--- src/cordic_pkg.sv ---
package cordic_pkg;

   localparam int unsigned ITERATIONS = 14;
   localparam int unsigned TABLE_LEN  = 14;
   localparam int unsigned CELLS      = (ITERATIONS > TABLE_LEN) ? TABLE_LEN : ITERATIONS;
   localparam int unsigned IDX_W      = 4;
   localparam int unsigned DATA_W     = 16;
   localparam int unsigned OP_W       = 2;

   localparam logic [OP_W-1:0] OP_SIN   = 2'd0;
   localparam logic [OP_W-1:0] OP_COS   = 2'd1;
   localparam logic [OP_W-1:0] OP_ATAN2 = 2'd2;
   localparam logic [OP_W-1:0] OP_NONE  = 2'd3;

   localparam logic [1:0] SEL_X = 2'd0;
   localparam logic [1:0] SEL_Y = 2'd1;
   localparam logic [1:0] SEL_Z = 2'd2;

   localparam logic [DATA_W-1:0] GAIN         = 16'h26D7;
   localparam logic [DATA_W-1:0] HALF_PI      = 16'h6488;
   localparam logic [DATA_W-1:0] NEG_HALF_PI  = 16'h9B78;
   localparam logic [DATA_W-1:0] MIN_ANGLE    = 16'h8000;

   typedef struct packed {
      logic              valid;
      logic              done;
      logic              vec;
      logic [1:0]        sel;
      logic [DATA_W-1:0] x;
      logic [DATA_W-1:0] y;
      logic [DATA_W-1:0] z;
   } cell_type;

   function automatic logic [DATA_W-1:0] arc_of(input logic [IDX_W-1:0] idx);
      logic [DATA_W-1:0] arc;
      unique case (idx)
         4'd0:    arc = 16'h3243;
         4'd1:    arc = 16'h1DAC;
         4'd2:    arc = 16'h0FB6;
         4'd3:    arc = 16'h07D5;
         4'd4:    arc = 16'h03FE;
         4'd5:    arc = 16'h01FF;
         4'd6:    arc = 16'h00FF;
         4'd7:    arc = 16'h007F;
         4'd8:    arc = 16'h003F;
         4'd9:    arc = 16'h001F;
         4'd10:   arc = 16'h000F;
         4'd11:   arc = 16'h0007;
         4'd12:   arc = 16'h0003;
         4'd13:   arc = 16'h0001;
         default: arc = 16'h0000;
      endcase
      return arc;
   endfunction

endpackage

--- src/cordic_req_if.sv ---
interface cordic_req_if;
   logic                                  valid;
   logic                                  ready;
   logic [cordic_pkg::OP_W-1:0]           op;
   logic signed [cordic_pkg::DATA_W-1:0]  operand_a;
   logic signed [cordic_pkg::DATA_W-1:0]  operand_b;

   modport source (output valid, output op, output operand_a, output operand_b, input ready);
   modport sink   (input valid, input op, input operand_a, input operand_b, output ready);
endinterface

--- src/cordic_rsp_if.sv ---
interface cordic_rsp_if;
   logic                                  valid;
   logic                                  ready;
   logic signed [cordic_pkg::DATA_W-1:0]  result;

   modport source (output valid, output result, input ready);
   modport sink   (input valid, input result, output ready);
endinterface

--- src/cordic_cell.sv ---
module cordic_cell (
   input  logic                              clock,
   input  logic                              reset,
   input  logic                              advance,
   input  logic [cordic_pkg::IDX_W-1:0]      stage_idx,
   input  cordic_pkg::cell_type              cell_in,
   output cordic_pkg::cell_type              cell_out
);

   logic                               valid_ff;
   cordic_pkg::cell_type               data_ff;
   cordic_pkg::cell_type               data_in;
   logic [cordic_pkg::DATA_W-1:0]      xs;
   logic [cordic_pkg::DATA_W-1:0]      ys;
   logic [cordic_pkg::DATA_W-1:0]      arc;
   logic [cordic_pkg::DATA_W-1:0]      nx;
   logic [cordic_pkg::DATA_W-1:0]      ny;
   logic [cordic_pkg::DATA_W-1:0]      nz;
   logic                               dsub;

   always_comb begin
      xs   = cordic_pkg::DATA_W'($signed(cell_in.x) >>> stage_idx);
      ys   = cordic_pkg::DATA_W'($signed(cell_in.y) >>> stage_idx);
      arc  = cordic_pkg::arc_of(stage_idx);
      dsub = cell_in.vec ? cell_in.y[cordic_pkg::DATA_W-1] : ~cell_in.z[cordic_pkg::DATA_W-1];
      if (dsub) begin
         nx = cell_in.x - ys;
         ny = cell_in.y + xs;
         nz = cell_in.z - arc;
      end else begin
         nx = cell_in.x + ys;
         ny = cell_in.y - xs;
         nz = cell_in.z + arc;
      end
      data_in = cell_in;
      if (!cell_in.done) begin
         data_in.x    = nx;
         data_in.y    = ny;
         data_in.z    = nz;
         data_in.done = cell_in.vec ? (ny == '0) : (nz == '0);
      end
   end

   always_ff @(posedge clock) begin
      if (reset) begin
         valid_ff <= 1'b0;
      end else if (advance) begin
         valid_ff <= cell_in.valid;
      end
   end

   always_ff @(posedge clock) begin
      if (advance) begin
         data_ff <= data_in;
      end
   end

   always_comb begin
      cell_out       = data_ff;
      cell_out.valid = valid_ff;
   end

endmodule

--- src/cordic_sin_cos_atan2_unit.sv ---
// An accepted request word passes through each CORDIC cell in the chain and then through the
// output register, which holds its response word.
// Throughput: one word per cycle; the whole chain holds while a response word waits.
// Reset (synchronous, active high) clears the cell valid bits and the output valid.
module cordic_sin_cos_atan2_unit (
   input  logic                 clock,
   input  logic                 reset,
   cordic_req_if.sink           req_bus,
   cordic_rsp_if.source         rsp_bus
);

   localparam int unsigned N = cordic_pkg::CELLS;

   cordic_pkg::cell_type                load;
   cordic_pkg::cell_type                chain [N];
   logic                                advance;
   logic                                rsp_valid_ff;
   logic [cordic_pkg::DATA_W-1:0]       rsp_data_ff;
   logic [cordic_pkg::DATA_W-1:0]       rsp_data_in;
   logic [cordic_pkg::DATA_W-1:0]       a;
   logic [cordic_pkg::DATA_W-1:0]       b;

   assign advance       = !rsp_valid_ff || rsp_bus.ready;
   assign req_bus.ready = advance;
   assign a             = req_bus.operand_a;
   assign b             = req_bus.operand_b;

   always_comb begin
      load       = '0;
      load.valid = req_bus.valid;
      unique case (req_bus.op)
         cordic_pkg::OP_SIN: begin
            load.sel = cordic_pkg::SEL_Y;
            load.x   = cordic_pkg::GAIN;
            load.z   = a;
         end
         cordic_pkg::OP_COS: begin
            load.sel = cordic_pkg::SEL_X;
            load.x   = cordic_pkg::GAIN;
            load.z   = a;
         end
         cordic_pkg::OP_ATAN2: begin
            load.sel = cordic_pkg::SEL_Z;
            load.vec = 1'b1;
            load.x   = b;
            load.y   = a;
            if (b == '0) begin
               load.done = 1'b1;
               load.z    = a[cordic_pkg::DATA_W-1] ? cordic_pkg::NEG_HALF_PI
                                                   : cordic_pkg::HALF_PI;
            end else if (a == '0) begin
               load.done = 1'b1;
               load.z    = b[cordic_pkg::DATA_W-1] ? cordic_pkg::MIN_ANGLE : '0;
            end
         end
         default: begin
            load.sel  = cordic_pkg::SEL_Z;
            load.done = 1'b1;
         end
      endcase
   end

   for (genvar i = 0; i < N; i++) begin : g_cell
      cordic_cell u_cell (
         .clock     (clock),
         .reset     (reset),
         .advance   (advance),
         .stage_idx (cordic_pkg::IDX_W'(i)),
         .cell_in   ((i == 0) ? load : chain[(i == 0) ? 0 : i - 1]),
         .cell_out  (chain[i])
      );
   end

   always_comb begin
      unique case (chain[N-1].sel)
         cordic_pkg::SEL_X: rsp_data_in = chain[N-1].x;
         cordic_pkg::SEL_Y: rsp_data_in = chain[N-1].y;
         default:           rsp_data_in = chain[N-1].z;
      endcase
   end

   always_ff @(posedge clock) begin
      if (reset) begin
         rsp_valid_ff <= 1'b0;
      end else if (advance) begin
         rsp_valid_ff <= chain[N-1].valid;
      end
   end

   always_ff @(posedge clock) begin
      if (advance) begin
         rsp_data_ff <= rsp_data_in;
      end
   end

   assign rsp_bus.valid  = rsp_valid_ff;
   assign rsp_bus.result = rsp_data_ff;

   a_accept_enters_chain: assert property (@(posedge clock) disable iff (reset)
      req_bus.valid && req_bus.ready |=> chain[0].valid)
      else $error("accepted word did not enter the first cell");

   a_stall_blocks_input: assert property (@(posedge clock) disable iff (reset)
      rsp_valid_ff && !rsp_bus.ready |-> !req_bus.ready)
      else $error("input taken while response word is stalled");

   a_rsp_from_chain: assert property (@(posedge clock) disable iff (reset)
      $rose(rsp_valid_ff) |-> $past(chain[N-1].valid))
      else $error("response word without a word in the last cell");

   a_stall_holds_last: assert property (@(posedge clock) disable iff (reset)
      !advance |=> $stable(chain[N-1]))
      else $error("last cell changed during a stall");

endmodule

--- src/flat_wrapper.sv ---
// flat-port wrapper written by rule: the top's interface ports become plain ports
module cordic_sin_cos_atan2_unit_flat 
  (clock, reset, req_bus_valid, req_bus_op, req_bus_operand_a, req_bus_operand_b, req_bus_ready, rsp_bus_valid, rsp_bus_result, rsp_bus_ready);
  cordic_req_if req_bus_i ();
  cordic_rsp_if rsp_bus_i ();
  input  logic clock;
  input  logic reset;
  input wire logic [$bits(req_bus_i.valid)-1:0] req_bus_valid;
  input wire logic [$bits(req_bus_i.op)-1:0] req_bus_op;
  input wire logic [$bits(req_bus_i.operand_a)-1:0] req_bus_operand_a;
  input wire logic [$bits(req_bus_i.operand_b)-1:0] req_bus_operand_b;
  output wire logic [$bits(req_bus_i.ready)-1:0] req_bus_ready;
  output wire logic [$bits(rsp_bus_i.valid)-1:0] rsp_bus_valid;
  output wire logic [$bits(rsp_bus_i.result)-1:0] rsp_bus_result;
  input wire logic [$bits(rsp_bus_i.ready)-1:0] rsp_bus_ready;
  assign req_bus_i.valid = req_bus_valid;
  assign req_bus_i.op = req_bus_op;
  assign req_bus_i.operand_a = req_bus_operand_a;
  assign req_bus_i.operand_b = req_bus_operand_b;
  assign req_bus_ready = req_bus_i.ready;
  assign rsp_bus_valid = rsp_bus_i.valid;
  assign rsp_bus_result = rsp_bus_i.result;
  assign rsp_bus_i.ready = rsp_bus_ready;
  cordic_sin_cos_atan2_unit u_core (.clock(clock), .reset(reset), .req_bus(req_bus_i), .rsp_bus(rsp_bus_i));
endmodule
--- config.mk ---
export PLATFORM = sky130hd
export DESIGN_NAME = cordic_sin_cos_atan2_unit_flat
export DESIGN_NICKNAME = d
export VERILOG_FILES = /design/src/cordic_pkg.sv /design/src/cordic_req_if.sv /design/src/cordic_rsp_if.sv /design/src/cordic_cell.sv /design/src/cordic_sin_cos_atan2_unit.sv /design/src/flat_wrapper.sv
export SDC_FILE = /design/constraint.sdc
export NUM_CORES = 2
export LEC_CHECK = 0
export ABC_AREA = 1
export BUFFER_PORTS_ARGS = -buffer_cell sky130_fd_sc_hd__buf_2
export CAP_MARGIN = 20
export CELL_PAD_IN_SITES_DETAIL_PLACEMENT = 0
export CELL_PAD_IN_SITES_GLOBAL_PLACEMENT = 1
export CORE_ASPECT_RATIO = 1.4
export CORE_MARGIN = 1.5
export CORE_UTILIZATION = 47
export DETAILED_ROUTE_END_ITERATION = 7
export PLACE_DENSITY_LB_ADDON = 0.2
export SYNTH_ARGS = -nofsm -noshare
export SYNTH_HDL_FRONTEND = slang
export SYNTH_SLANG_ARGS = --single-unit
--- constraint.sdc ---
create_clock -name clock -period 48.2 [get_ports clock]
set_clock_uncertainty 0.1 [all_clocks]
set_input_delay 2.41 -clock clock [delete_from_list [all_inputs] [get_ports clock]]
set_output_delay 2.41 -clock clock [all_outputs]
set_load 0.1 [all_outputs]
Word-level counts from Yosys, hierarchy flattened
Memories as Yosys holds them, arrays and structs flattened.
Index checks and enable logic that the tools add are counted.
W data, S select, Z words.
- eq/ne operators: 3
- add/subtract/negate cells: 83
- multiplexer cells: 96
- bitwise gates (word level): 14
- reductions and logical operators: 33
- operators with widths (operator ; number):
    $mux W16 ; 47
    $mux W48 ; 14
    $sub A16 B16 Y16 ; 42
    $add A16 B16 Y16 ; 41
    $logic_not A16 Y1 ; 28
    $pmux W16 S2 ; 3
    $mux W1 ; 30
    $not A1 Y1 ; 14
    $eq A2 B1 Y1 const B ; 2
    $logic_not A2 Y1 ; 2
    $pmux W2 S2 ; 1
    $eq A2 B2 Y1 const B ; 1
    $pmux W1 S2 ; 1
    $reduce_or A2 Y1 ; 1
    $logic_not A1 Y1 ; 1
    $logic_or A1 B1 Y1 ; 1
- memories kept: 14
- flip-flop bits (word level): 757
- bits of input ports: 38
- output and inout port bits: 18
- memory bits (read-only): 3136
- memories (memory ; depth ; width ; rd ports ; clocked after Yosys merged registers in ; wr ports ; line ; RTL):
    (no name shown) ; 16 ; 14 ; 1 ; 0 ; 0 ; cordic_pkg.sv:36 ; unique case (idx)
    (no name shown) ; 16 ; 14 ; 1 ; 0 ; 0 ; cordic_pkg.sv:36 ;
    (no name shown) ; 16 ; 14 ; 1 ; 0 ; 0 ; cordic_pkg.sv:36 ;
    (no name shown) ; 16 ; 14 ; 1 ; 0 ; 0 ; cordic_pkg.sv:36 ;
    (no name shown) ; 16 ; 14 ; 1 ; 0 ; 0 ; cordic_pkg.sv:36 ;
    (no name shown) ; 16 ; 14 ; 1 ; 0 ; 0 ; cordic_pkg.sv:36 ;
    +8 memories ; n/a ; n/a ; n/a ; n/a ; n/a ; n/a ;

Longest topological paths before layout
- depth after elaboration: 9
- gate-level depth with buffers: 23
- gate-level depth less buffers: 23

Cells and area by module
Synthesis repeated with hierarchy kept, for this count alone.
- cells, all modules: 15066
- area total of the unflattened synthesis: 98713.4 µm²
- modules (own cells, without submodules) (module ; area an instance (µm²) ; instances ; cells an instance):
    cordic_cell (u_core.g_cell[1].u_cell ...) ; 7000.5 ; 4 ; 1078
    cordic_cell (u_core.g_cell[5].u_cell ...) ; 6845.3 ; 3 ; 1014
    cordic_cell (u_core.g_cell[10].u_cell) ; 7106.8 ; 1 ; 1103
    cordic_cell (u_core.g_cell[7].u_cell) ; 7104.3 ; 1 ; 1087
    cordic_cell (u_core.g_cell[11].u_cell) ; 7036.7 ; 1 ; 1074
    cordic_cell (u_core.g_cell[13].u_cell) ; 6989.2 ; 1 ; 1076
    cordic_cell (u_core.g_cell[0].u_cell) ; 6944.2 ; 1 ; 1066
    cordic_cell (u_core.g_cell[12].u_cell) ; 6849.1 ; 1 ; 1059
    cordic_cell (u_core.g_cell[9].u_cell) ; 6784.0 ; 1 ; 1028
    cordic_sin_cos_atan2_unit ; 1361.3 ; 1 ; 219

Worst setup path after synthesis
Ideal clock, no wire load.
- path kind: input -> output
- start: in rsp_bus_ready
- end: out req_bus_ready
- path buffers: 1
- data arrival time: 23.477 ns
- stages: 3
- setup slack: 22.213 ns
- cells stage by stage: nor2_1 > inv_1 > buf_1
- longest elaborated chain between the ends: 1
- ends and longest elaborated chain (what ; line ; RTL):
    start: declaration ; flat_wrapper.sv:15 ; input wire logic [$bits(rsp_bus_i.ready)-1:0] rsp_bus_ready;
    $logic_or A1 B1 Y1 ; cordic_sin_cos_atan2_unit.sv:23 ; assign advance = !rsp_valid_ff || rsp_bus.ready;
    end: declaration ; flat_wrapper.sv:12 ; output wire logic [$bits(req_bus_i.ready)-1:0] req_bus_ready;
No other way between the ends.

Worst setup path in the final report
- start: in rsp_bus_ready
- end: reg u_core.g_cell[0].u_cell.data_ff (netlist bit u_core.g_cell[0].u_cell.cell_out[38]) (enable)
- longest elaborated chain between the ends: 1
- ends and longest elaborated chain (what ; line ; RTL):
    $logic_or A1 B1 Y1 ; cordic_sin_cos_atan2_unit.sv:23 ;
    end signal: assignment ; cordic_cell.sv:54 ; data_ff <= data_in;
    end: declaration ; cordic_cell.sv:11 ; cordic_pkg::cell_type data_ff;
No other way between the ends.
A chain may end at the register's enable or synchronous reset.

==> impl_results.md <==
* Status: finished clean
* Cells after synthesis at 9783
* Deepest clock path buffer count at 3
* Post-CTS Setup Repair Bufs at 0
* Residual DRC count at 0
* Fin crit period at 6.265 ns
* Worst reg-to-reg path cell count at 7
* CTS root buffer: clkbuf_16
* Synthesized area per cell at 7.207 um2
* Max Cap Viol at 0
* Max Slew Vio Count at 0
* RSZ-0062 raised after global routing: no
* Reg-to-reg setup timing slack at 43.35 ns
* Crit Path Max Fanout at 88
* Nets at 10549
* Setup WS post-layout at 41.94 ns
* Worst Path Required at 48.45 ns
* WL/cell at 17.71 um
* Sequential share of the synthesized area at 0.3203
* Die Y at 461.3 um
* Crit end category: flop
* Mapped cell area at 0.07051 mm2
* Ys async rst share at 0
* DR vias/cell at 5.455
* Slew HR at 0.2937
* Pin count of the biggest net entering global routing at 89
* FF+latch count, synth at 757
* Starting density of the core at 0.4724
* Final cell count without fillers at 11802
* Crit path DAT at 6.51 ns
* Most frequent cell after synthesis: nand2_1
* IO buf count at 55
* Critical Path Source: rsp_bus_ready
* Commonest cells post-synth: nand2_1, inv_1, o21ai_0
* Synth area leader: edfxtp_1
* Worst flop-to-flop path startpoint: u_core.rsp_bus.valid
* Setup Slack @ Placement at 40.87 ns
* Area contributors post-synth: edfxtp_1, nand2_1, ha_1, inv_1, o21ai_0
* DIE AREA at 0.1524 mm2
* Number of global-route vias before repair at 62959
* Synth Net Count at 10558
* CP max stage delay at 0.88 ns
* Htree depth at 3
* Worst flop-to-flop path endpoint: u_core.g_cell[0].u_cell.cell_out[38]
* Num ports at 56
* Hold Vio Cnt, Final at 0
* Clk_lat worst skew at 0.73 ns
* Clock transition at path regs at 0.07 ns
* Slew @ Worst Pin at 1.059 ns
* CTS tree: yes
* CP Cell Sequence: buf_2 -> nor2_1 -> inv_8 -> buf_4 -> buf_4 -> buf_4 -> buf_4
* Layout cell share with drive strength beyond 1 at 0.03971
* First-pass GRT wire length at 329800 um
* Netlist cell types at 51
* Crit start category: input pin
* GP Congestion at 0.9525
* Placed cell count at 11638
* CTS Sinks at 757
* Critical Path Most Common Cell: buf_4
* Final HPWL DP at 167000 um
* Top-area cell type share of the netlist area at 0.3160
* Core box area at 0.1492 mm2
* CTS Hold Buffers Added at 0
* Vias at 64377
* DRT Pass-1 Iters at 7
* Final Setup Violations at 0
* Final ANT Viol Nets at 0
* Fill cells at 15046
* Cells resized by post-CTS repair at 0
* Tcrit/Tclk final at 0.1300
* Hold Path Class: reg2reg
* HP Start: u_core.g_cell[2].u_cell.cell_out[49]
* EDFF count, synth at 742
* Critical-path top delay cell: buf_4
* Area Growth Syn to Fin at 7.618%
* Worst Setup Path Type: in2reg
* DRT iter0 DRCs at 3943
* Total wire length at 209000 um
* Total gr overflow at 0
* Commonest register cell after synthesis: edfxtp_1
* Die Wd at 330.3 um
* Ys Warns at 0
* Setup total negative slack at 0 ns
* CTS buffer count at 88
* Maximum clock rate at 159.6 MHz
* Cell Rows at 168
* GR Util All Layers at 0.2707
* Initial antenna violation count at 1
* CP endpoint: u_core.g_cell[0].u_cell.cell_out[38]
## critical path, delay by kind of cell
family	cells	cell delay, ns
and+or+nand+nor	1	0.10
buffers and inverters	6	3.71
## worst min path at each step
stage | endpoint | slack, ns | cells after the start
after floorplan | u_core.g_cell[10].u_cell.cell_out[48] | 0.30 | 0
after global placement | u_core.g_cell[12].u_cell.cell_out[48] | 0.30 | 0
after CTS | u_core.g_cell[3].u_cell.cell_out[49] | 0.30 | 0
final | u_core.g_cell[3].u_cell.cell_out[49] | 0.29 | 0
after global routing | u_core.g_cell[3].u_cell.cell_out[49] | 0.31 | 0
after detailed placement | u_core.g_cell[8].u_cell.cell_out[48] | 0.31 | 0
## registers in the layout, summed over array words and instances, names as in the netlist
signal / cells
u_core.g_cell.u_cell.cell_out: 726
u_core.rsp_bus.result: 16
u_core.rsp_bus.valid: 1
u_core.g_cell.u_cell.valid_ff: 14
## per-stage QoR
stage               area (um2)  hold WS [ns]    util
floorplan                70510        0.3003       -
CTS                      75860        0.3042  0.5083
finish                   75880        0.2911  0.5084
detailed placement       72780        0.3054  0.4877
global placement         72780        0.3010  0.4877
global route             75880        0.3148  0.5084
## cell usage in the layout (no fill, tap or decap), drive strengths merged, types with 101 or more instances in the layout
master / netlist / final
xor2: 281 / 281
or2: 110 / 110
a21oi: 687 / 687
edfxtp: 742 / 742
nand4: 121 / 121
nand3: 676 / 676
nand2: 2684 / 2684
inv: 1224 / 1234
nor2: 734 / 734
ha: 694 / 694
nor3: 113 / 113
xnor2: 142 / 142
o21ai: 883 / 883
buf: 37 / 101
## cells by family (layout without fill, tap and decap cells)
| logic type | after synthesis | after routing | synth area share |
|---|---|---|---|
| buffers and inverters | 1434 | 1497 | 0.07707 |
| AOI/OAI and AO/OA | 1923 | 1923 | 0.1482 |
| xor gates and xnor gates | 423 | 423 | 0.05255 |
| DFF | 757 | 757 | 0.3203 |
| and+or+nand+nor | 4509 | 4509 | 0.2665 |
| other | 0 | 1 | 0 |
| adders and majority gates | 737 | 737 | 0.1354 |
## cell type report
type                    count  area [um2]  share of cell area
multi-input cells        7592       42500              0.5601
flip-flops and latches    757       22580              0.2976
inverters                1234        4639             0.06114
well taps                1955        2446             0.03224
clock buffers             100        2282             0.03008
clock inverters            62       803.3             0.01059
repair buffers            101       624.3            0.008228
diodes                      1       2.502          0.00003298
## routing by layer
layer / part of all wire / vias to the layer above / track usage
li1: - / 32876 / -
met1: 0.41 / 29896 / 0.3076
met2: 0.52 / 1204 / 0.5116
met3: 0.031 / 401 / 0.02466
met4: 0.041 / 0 / 0.1107
met5: 0 / - / 0
Power is left out: the tool's default activity adds up to more than one toggle a clock period on the data nets, which glitch-free logic cannot reach.
